--- config.mk ---
export PLATFORM = sky130hd
export DESIGN_NAME = min_priority_queue
export DESIGN_NICKNAME = d
export VERILOG_FILES = /design/src/hw/rtl/mpq_pkg.sv /design/src/hw/rtl/mpq_ram.sv /design/src/hw/rtl/min_priority_queue.sv
export SDC_FILE = /design/constraint.sdc
export NUM_CORES = 1
export LEC_CHECK = 0
export BUFFER_PORTS_ARGS = -buffer_cell sky130_fd_sc_hd__buf_2
export CORE_ASPECT_RATIO = 2
export CORE_MARGIN = 10
export CORE_UTILIZATION = 62
export DETAILED_ROUTE_END_ITERATION = 10
export GPL_TIMING_DRIVEN = 0
export PLACE_DENSITY_LB_ADDON = 0.12
export SYNTH_ARGS = -nofsm -noshare
export SYNTH_HDL_FRONTEND = slang
export SYNTH_HIERARCHICAL = 1
export SYNTH_SLANG_ARGS = --single-unit
export TNS_END_PERCENT = 5
--- constraint.sdc ---
create_clock -name clk -period 6.1 [get_ports clk]
set_input_delay 1.525 -clock clk [delete_from_list [all_inputs] [get_ports clk]]
set_output_delay 1.525 -clock clk [all_outputs]
set_load 0.02 [all_outputs]
--- src/hw/rtl/mpq_pkg.sv ---
`timescale 1ns / 1ps

package mpq_pkg;

	localparam int CAPACITY = 16;
	localparam int IDX_W    = (CAPACITY > 1) ? $clog2(CAPACITY) : 1;
	localparam int CNT_W    = $clog2(CAPACITY + 1);
	localparam int VAL_W    = 32;
	localparam int QCOUNT_W = 5;

	typedef enum logic {
		OP_INSERT = 1'b0,
		OP_REMOVE = 1'b1
	} op_t;

	typedef enum logic [1:0] {
		ST_INSERTED = 2'd0,
		ST_REMOVED  = 2'd1,
		ST_EMPTY    = 2'd2,
		ST_FULL     = 2'd3
	} status_t;

	localparam logic signed [VAL_W-1:0] VALUE_NONE = -32'sd1;

	typedef struct packed {
		op_t                      operation;
		logic signed [VAL_W-1:0]  value;
	} req_t;

	typedef struct packed {
		logic signed [VAL_W-1:0]  removed_value;
		status_t                  status;
		logic [QCOUNT_W-1:0]      queue_count;
	} rsp_t;

endpackage

--- src/hw/rtl/mpq_ram.sv ---
`timescale 1ns / 1ps

module mpq_ram #(
	parameter int DEPTH = 16,
	parameter int WIDTH = 32,
	parameter int AW    = (DEPTH > 1) ? $clog2(DEPTH) : 1
) (
	input  logic             clk,
	input  logic             we,
	input  logic [AW-1:0]    waddr,
	input  logic [WIDTH-1:0] wdata,
	input  logic [AW-1:0]    raddr,
	output logic [WIDTH-1:0] rdata
);

	logic [WIDTH-1:0] mem [DEPTH];

	// write one entry
	always_ff @(posedge clk) begin
		if (we) begin
			mem[waddr] <= wdata;
		end
	end

	// registered read
	always_ff @(posedge clk) begin
		rdata <= mem[raddr];
	end

endmodule

--- src/hw/rtl/min_priority_queue.sv ---
`timescale 1ns / 1ps
// Ascending priority queue of signed 32-bit values, up to CAPACITY entries.
// req channel (valid/ready): operation OP_INSERT appends value, OP_REMOVE
// takes out the smallest stored value. rsp channel (valid/ready): one
// result per request with removed_value, status and queue_count.
// Values sit unsorted in a single-port-write, registered-read RAM. An
// insert writes one entry; a remove reads the stored entries one per cycle
// to find the minimum, then moves the last entry into the freed slot.
// An insert, a refused insert or a remove on an empty queue goes from
// S_IDLE straight to S_DONE; a remove with entries stored passes S_SCAN,
// S_PUT, then S_DONE, which raises rsp_valid once the rsp register frees.
// One request is worked on at a time; req_ready is high only while the
// block is idle, so a new request is taken only after the last result has
// left S_DONE, and the RAM scan of a remove sets the sustained rate.
// A finished result waits in the rsp register while the next request is
// taken; a stalled receiver holds rsp and the block waits with its next
// result until the register frees up.
// Reset empties the queue at once (count cleared; the RAM is not swept)
// and drops any pending result.
module min_priority_queue (
	input  logic          clk,
	input  logic          arst_n,
	input  logic          req_valid,
	output logic          req_ready,
	input  mpq_pkg::req_t req,
	output logic          rsp_valid,
	input  logic          rsp_ready,
	output mpq_pkg::rsp_t rsp
);
	import mpq_pkg::*;

	typedef enum logic [1:0] {
		S_IDLE,
		S_SCAN,
		S_PUT,
		S_DONE
	} state_t;

	state_t                  state_q;
	logic [CNT_W-1:0]        count_q;
	logic [IDX_W-1:0]        rd_addr_q;
	logic [IDX_W-1:0]        best_idx_q;
	logic signed [VAL_W-1:0] best_val_q;
	logic signed [VAL_W-1:0] last_val_q;
	rsp_t                    res_q;
	rsp_t                    rsp_q;
	logic                    rsp_valid_q;

	logic                    ram_we;
	logic [IDX_W-1:0]        ram_waddr;
	logic [VAL_W-1:0]        ram_wdata;
	logic [IDX_W-1:0]        ram_raddr;
	logic [VAL_W-1:0]        ram_rdata;
	logic signed [VAL_W-1:0] rd_val;

	logic                    req_xfer;
	logic                    full;
	logic                    scan_last;
	logic                    take_new;
	logic                    rsp_free;

	assign req_ready = (state_q == S_IDLE);
	assign req_xfer  = req_valid && req_ready;
	assign full      = (count_q == CNT_W'(CAPACITY));
	assign rd_val    = $signed(ram_rdata);
	assign scan_last = ((CNT_W'(rd_addr_q) + CNT_W'(1)) == count_q);
	assign take_new  = (rd_addr_q == '0) || (rd_val < best_val_q);
	assign rsp_free  = !rsp_valid_q || rsp_ready;

	// drive RAM: insert writes at the tail, put moves the last entry down
	always_comb begin
		ram_we    = 1'b0;
		ram_waddr = count_q[IDX_W-1:0];
		ram_wdata = req.value;
		if (state_q == S_PUT) begin
			ram_we    = 1'b1;
			ram_waddr = best_idx_q;
			ram_wdata = last_val_q;
		end else if (req_xfer && req.operation == OP_INSERT && !full) begin
			ram_we = 1'b1;
		end
	end

	// read entry 0 on a remove transfer, then step through the entries
	assign ram_raddr = (state_q == S_SCAN) ? rd_addr_q + IDX_W'(1) : '0;

	mpq_ram #(
		.DEPTH (CAPACITY),
		.WIDTH (VAL_W),
		.AW    (IDX_W)
	) u_ram (
		.clk   (clk),
		.we    (ram_we),
		.waddr (ram_waddr),
		.wdata (ram_wdata),
		.raddr (ram_raddr),
		.rdata (ram_rdata)
	);

	// sequence one request: accept, scan, put back, hand off result
	always_ff @(posedge clk or negedge arst_n) begin
		if (!arst_n) begin
			state_q     <= S_IDLE;
			count_q     <= '0;
			rsp_valid_q <= 1'b0;
		end else begin
			if (rsp_valid_q && rsp_ready && state_q != S_DONE) begin
				rsp_valid_q <= 1'b0;
			end
			unique case (state_q)
				S_IDLE: begin
					if (req_xfer) begin
						if (req.operation == OP_INSERT) begin
							res_q.removed_value <= '0;
							state_q             <= S_DONE;
							if (!full) begin
								count_q           <= count_q + CNT_W'(1);
								res_q.status      <= ST_INSERTED;
								res_q.queue_count <= QCOUNT_W'(count_q + CNT_W'(1));
							end else begin
								res_q.status      <= ST_FULL;
								res_q.queue_count <= QCOUNT_W'(count_q);
							end
						end else if (count_q == '0) begin
							res_q.removed_value <= VALUE_NONE;
							res_q.status        <= ST_EMPTY;
							res_q.queue_count   <= '0;
							state_q             <= S_DONE;
						end else begin
							rd_addr_q <= '0;
							state_q   <= S_SCAN;
						end
					end
				end
				S_SCAN: begin
					// keep the earliest smallest value
					if (take_new) begin
						best_val_q <= rd_val;
						best_idx_q <= rd_addr_q;
					end
					if (scan_last) begin
						last_val_q <= rd_val;
						state_q    <= S_PUT;
					end else begin
						rd_addr_q <= rd_addr_q + IDX_W'(1);
					end
				end
				S_PUT: begin
					count_q             <= count_q - CNT_W'(1);
					res_q.removed_value <= best_val_q;
					res_q.status        <= ST_REMOVED;
					res_q.queue_count   <= QCOUNT_W'(count_q - CNT_W'(1));
					state_q             <= S_DONE;
				end
				S_DONE: begin
					if (rsp_free) begin
						rsp_q       <= res_q;
						rsp_valid_q <= 1'b1;
						state_q     <= S_IDLE;
					end
				end
				default: begin
					state_q <= S_IDLE;
				end
			endcase
		end
	end

	assign rsp_valid = rsp_valid_q;
	assign rsp       = rsp_q;

endmodule

Word level (Yosys, flattened, before mapping)
Memory sizes are Yosys's and may differ from the RTL's. A register that Yosys moved wholly into a read port is not among the register bits.
Cells that the tools add are included.
Widths: inputs -> output; s select.
Storage, ports and cells
  memories: 1
  memory bits (writable): 512
  register bits after elaboration: 158
  output and inout bits: 41
  logic and storage cells: 86
  bits of input ports: 37
Memory list
  u_ram.mem: words 16, bits a word 32, rd ports 1, clocked after memory_dff 1, wr ports 1, RTL line mpq_ram.sv:16  | logic [WIDTH-1:0] mem [DEPTH];
Cells by class
  $lt $le $gt $ge: 1
  bitwise operators: 1
  reductions and logical operators: 21
  muxes and demuxes: 30
  $add $sub $neg: 4
  equality and inequality tests: 15
Operator list (count)
  $mux 39: 3
  $pmux 39 s2: 1
  $lt 32x32->1: 1
  $mux 32: 1
  $mux 4: 6
  $mux 5: 3
  $ne 2x2->1 const B: 7
  $reduce_and 3->1: 4
  $mux 2: 5
  $pmux 5 s2: 1
  $pmux 2 s4: 1
  $pmux 4 s2: 1
  $reduce_and 4->1: 2
  $mux 1: 7
  $mux 7: 1
  $reduce_and 6->1: 1
  $add 4x1->5 const B: 1
  $add 5x1->5 const B: 1
  $eq 5x5->1: 1
  $eq 5x5->1 const B: 1
  $logic_and 1x1->1: 5
  $logic_not 5->1: 1
  $sub 5x1->5 const B: 1
  $add 4x1->4 const B: 1
  10 further kinds: 15

Longest topological paths before layout
  depth in word-level cells: 8
  mapped depth: 9
  mapped depth without buffers: 8

Modules after synthesis
Netlist, hierarchy kept.
Modules (own cells, without submodules)
  mpq_ram: area each 19835.3 sq um, cells an instance 838, seq. area each 16015.4 sq um, times used 1
  min_priority_queue: area each 6852.8 sq um, cells an instance 468, seq. area each 4704.5 sq um, times used 1

Worst setup path before layout
OpenSTA, ideal clock, no wires.
  kind: input-to-reg
  from: in req[32] (netlist bit)
  to: mem u_ram.mem[0][0], enable pin
  setup time: 0.461 ns
  required time: 5.639 ns
  setup slack: 0.899 ns
  path buffers: 0
  stages: 5
  arrival: 4.740 ns
  cells stage by stage: a31oi_1 > nand3_1 > nand2_1 > or3b_2 > nor3_1
Between the ends
  word-level cells in the longest chain between the ends: 7
RTL lines
  start, declared: RTL line min_priority_queue.sv:25  | input mpq_pkg::req_t req,
  $not 1->1
  $logic_and 1x1->1 (2 in a row): RTL line min_priority_queue.sv:79  | end else if (req_xfer && req.operation == OP_INSERT && !full) begin
  $mux 1: RTL line min_priority_queue.sv:79
  $mux 1: RTL line min_priority_queue.sv:75  | if (state_q == S_PUT) begin
  net ram_we: RTL line min_priority_queue.sv:49  | logic ram_we;
  $mux 1: RTL line mpq_ram.sv:20  | if (we) begin
  $mux 1 (implied by the code): RTL line mpq_ram.sv:21  | mem[waddr] <= wdata;
  end, declared: RTL line mpq_ram.sv:16
The timed path passes the listed nets, and every way through them passes these cells.

Worst setup path in the final report
  from: reg state_q[0]
  to: mem u_ram.mem[3][15], enable pin
Between the ends
  elaborated cells between the ends (all ways): 10
  those cells by class: 1 x eq/ne; 5 x mux; 4 x reduce/logical
RTL lines
  start, declared: RTL line min_priority_queue.sv:39  | state_t state_q;
  start signal, assigned: RTL line min_priority_queue.sv:103  | state_q <= S_IDLE;
  start signal, assigned: RTL line min_priority_queue.sv:115  | state_q <= S_DONE;
  start signal, assigned: RTL line min_priority_queue.sv:128  | state_q <= S_DONE;
  $eq 2x2->1: RTL line min_priority_queue.sv:75
  $mux 4: RTL line min_priority_queue.sv:75
  net ram_waddr[1]: RTL line min_priority_queue.sv:50  | logic [IDX_W-1:0] ram_waddr;
The timed path passes the listed nets, and every way through them passes these cells.

==> metrics.md <==
| Metric | Value |
|---|---|
| Crit path launch | state_q[0] |
| Main flop type after synthesis | edfxtp_1 |
| Most numerous cell in the Yosys netlist | edfxtp_1 |
| Die Y | 313.4 um |
| Io pins | between 70 and 80 |
| N_diodes | 0 |
| Worst EP arrival | between 4 and 5 ns |
| Final setup fails | 0 |
| Via density | 6.542 |
| CORE AREA | roughly 43,000 um2 |
| Grt ovf | 0 |
| TritonCTS clock tree | built |
| Final total power | 14.14 mW |
| Clock Path Buffers | 3 |
| Seq/Total Area, Yosys | 77.64% |
| Worst path top cell family by delay | simple AND/OR/NAND/NOR gates |
| Yosys reg bits | approximately 700 |
| RR Startpoint | state_q[0] |
| Layout cells sized above 1 | roughly a quarter |
| Synthesis-to-finish area growth | 13.36% |
| Slew @ Worst Pin | 1.591 ns |
| CP startpoint kind | register |
| Clk sinks | 702 |
| WL final | around 60,000 um |
| Drt pass-1 iters | 5 |
| Power per cell area | 467.4 nW/um2 |
| Yosys warns | 6 |
| Total Routing Usage GR | 23.24% |
| Worst VDD drop | 0.0003063 V |
| Cells after Synth | 1,306 |
| Number of enable flip-flop cells after synthesis | 662 |
| Max_cap viols | 1 |
| Initial Utilization | a little over three fifths |
| Synth area leader | edfxtp_1 |
| GPL Wtd Cong | 0.8708 |
| Period utilization | approximately 70% |
| Wire per inst | 29.64 um |
| Worst Path Buf+Inv | 5 |
| PortBufs | 77 |
| Final Hold Fails | 0 |
| Status | finished with violations |
| RSZ-0062 raised after global routing | false |
| First-pass GRT wire length | between 90,000 and 100,000 um |
| Leakage power total | 9.919 nW |
| Hold-fix buffers, CTS | 0 |
| Initial antenna violation count | 0 |
| Fin crit period | 4.297 ns |
| CTS root buf | clkbuf_16 |
| Worst path slowest cell | o21ai_0 |
| Fin. max-slew vios | 3 |
| Crit end category | register |
| Die width | 166.7 um |
| HPWL after detailed placement | 40,120 um |
| Yosys cell types | 47 |
| Htree depth | 2 |
| Post-route ant nets | 0 |
| Syn avg cell area | 20.43 um2 |
| Syn nets | 1,383 |
| DRT iter0 DRCs | about 1.4k |
| Fin Clk Skew | 0.01580 ns |
| Final Core Density | 71.06% |
| CP cell instances | inv_1 > ha_1 > buf_2 > buf_2 > buf_2 > o21ai_0 > nand2_1 > nor2_4 > buf_16 |
| Num CTS Buffers | 57 |
| Slew margin rel. | -7.043% |
| FFs w/ async S/R, synth | about 1.1% |
| Setup repair bufs after CTS | 0 |
| Commonest cells post-synth | 662 x edfxtp_1, 128 x mux4_2, 68 x nand2_1, 64 x a22oi_1, 47 x o21ai_0 |
| Vias in the first global route | 14.19k |
| Largest net degree at the start of global routing | 40 |
| Post-Syn Area | about 27,000 um2 |
| Clk Latency, worst-skew pair | 0.60 ns |
| Post_cts resized | 0 |
| Failing checks | max-capacitance violations, max-slew violations |
| Top cell by count, worst path | buf_2 |
| Vias | 13.51k |
| Largest stage delay on the critical path | 0.96 ns |
| DRC Markers | 0 |
| Share of the synthesized area in the top cell type | roughly three quarters |
| Synth area leaders | edfxtp_1 74%, mux4_2 11%, dfxtp_1 2.4% |
| Crit path kind | register to register |
| CP Max Fanout | 19 |
| Max Fclk | 232.7 MHz |
| Worst path required time | 6.39 ns |
| Worst Hold Class | register to register |
| Clk slew on worst S/H paths | 0.07 ns |
| FP Rows | around 110 |
| Nets | 1,552 |
| Total die area | 52,250 um2 |
| Worst hold start | res_q[28] |
layout by cell type, fill, tap and decap left out, types with 11 or more instances in the layout:
cell type	count
clkbuf_16	59
inv_1	42
a22oi_1	64
buf_6	17
mux2_2	34
nor2_4	13
clkinv_1	21
o21ai_0	47
mux4_2	128
buf_1	11
a21oi_1	17
buf_2	92
clkbuf_1	31
nand2_1	68
xnor2_1	11
dfxtp_1	32
edfxtp_1	662
ha_1	40
layout make-up:
cell class | instances | area (um2)
buffer | 60 | 285.3
clock buffer | 66 | 1503
clock inverter | 38 | 331.6
fill | 2635 | 12320
inverter | 42 | 157.7
multi-input combinational | 502 | 5658
sequential | 702 | 20720
tap | 545 | 681.9
timing repair buffer | 110 | 915.9
per-stage QoR:
step	worst slack [ns]	cells	TNS, ns	hold WS [ns]	area (um2)
CTS	1.883	2065	0	0.4210	30250
global placement	-2.604	1928	-311.28	0.4000	27760
floorplan	0.8992	1306	0	0.4003	26690
global route	1.653	2065	0	0.4280	30250
detailed placement	1.622	1961	0	0.4052	28420
finish	1.803	2065	0	0.4222	30250
cells by family after synthesis:
group	after synthesis	share of synthesized area, %
compound gates	145	3.544
xor+xnor	16	0.5766
fa+ha+maj	40	1.875
buf+inv	102	1.660
flops	702	77.64
mux	166	12.39
simple gates	135	2.321
path summary, 6_finish.rpt:
kind                       slack, ns                to  cells past startpoint
max                             1.80  u_ram/mem[3][15]                      9
min                             0.42           rsp[28]                      0
max reg2reg                     1.80  u_ram/mem[3][15]                      9
min reg2reg                     0.42           rsp[28]                      0
max in group asynchronous       5.08        count_q[1]                      1
min in group asynchronous       0.80        count_q[2]                      1
power breakdown:
group          leakage (nW)  total, mW  internal (mW)  switching, mW
Combinational          2.66       3.65           1.32           2.33
Clock                 0.899       3.64           2.01           1.63
Sequential             6.36       6.85           6.52          0.326
Total                  9.92       14.1           9.86           4.28
worst register-to-register path, cell delays in order, from the launching register on:
cell     delay, ns
dfrtp_1       0.38
inv_1         0.10
ha_1          0.20
buf_2         0.19
buf_2         0.22
buf_2         0.22
o21ai_0       0.97
nand2_1       0.55
nor2_4        0.89
buf_16        0.25
flip-flops by register name, summed over array words and instances, names as in the netlist:
register,cells
count_q,5
rsp_valid,1
res_q,39
best_val_q,32
u_ram/rdata,32
best_idx_q,4
u_ram/mem,512
rsp,39
rd_addr_q,4
last_val_q,32
state_q,2
routing by layer:
layer / share of wire, % / global-route usage, %
met1: 34 / 26.68
met4: 4.3 / 9.655
met5: 0 / 0
met2: 55 / 42.52
met3: 6.6 / 3.424
No activity file was read; power rests on OpenSTA's default activity.
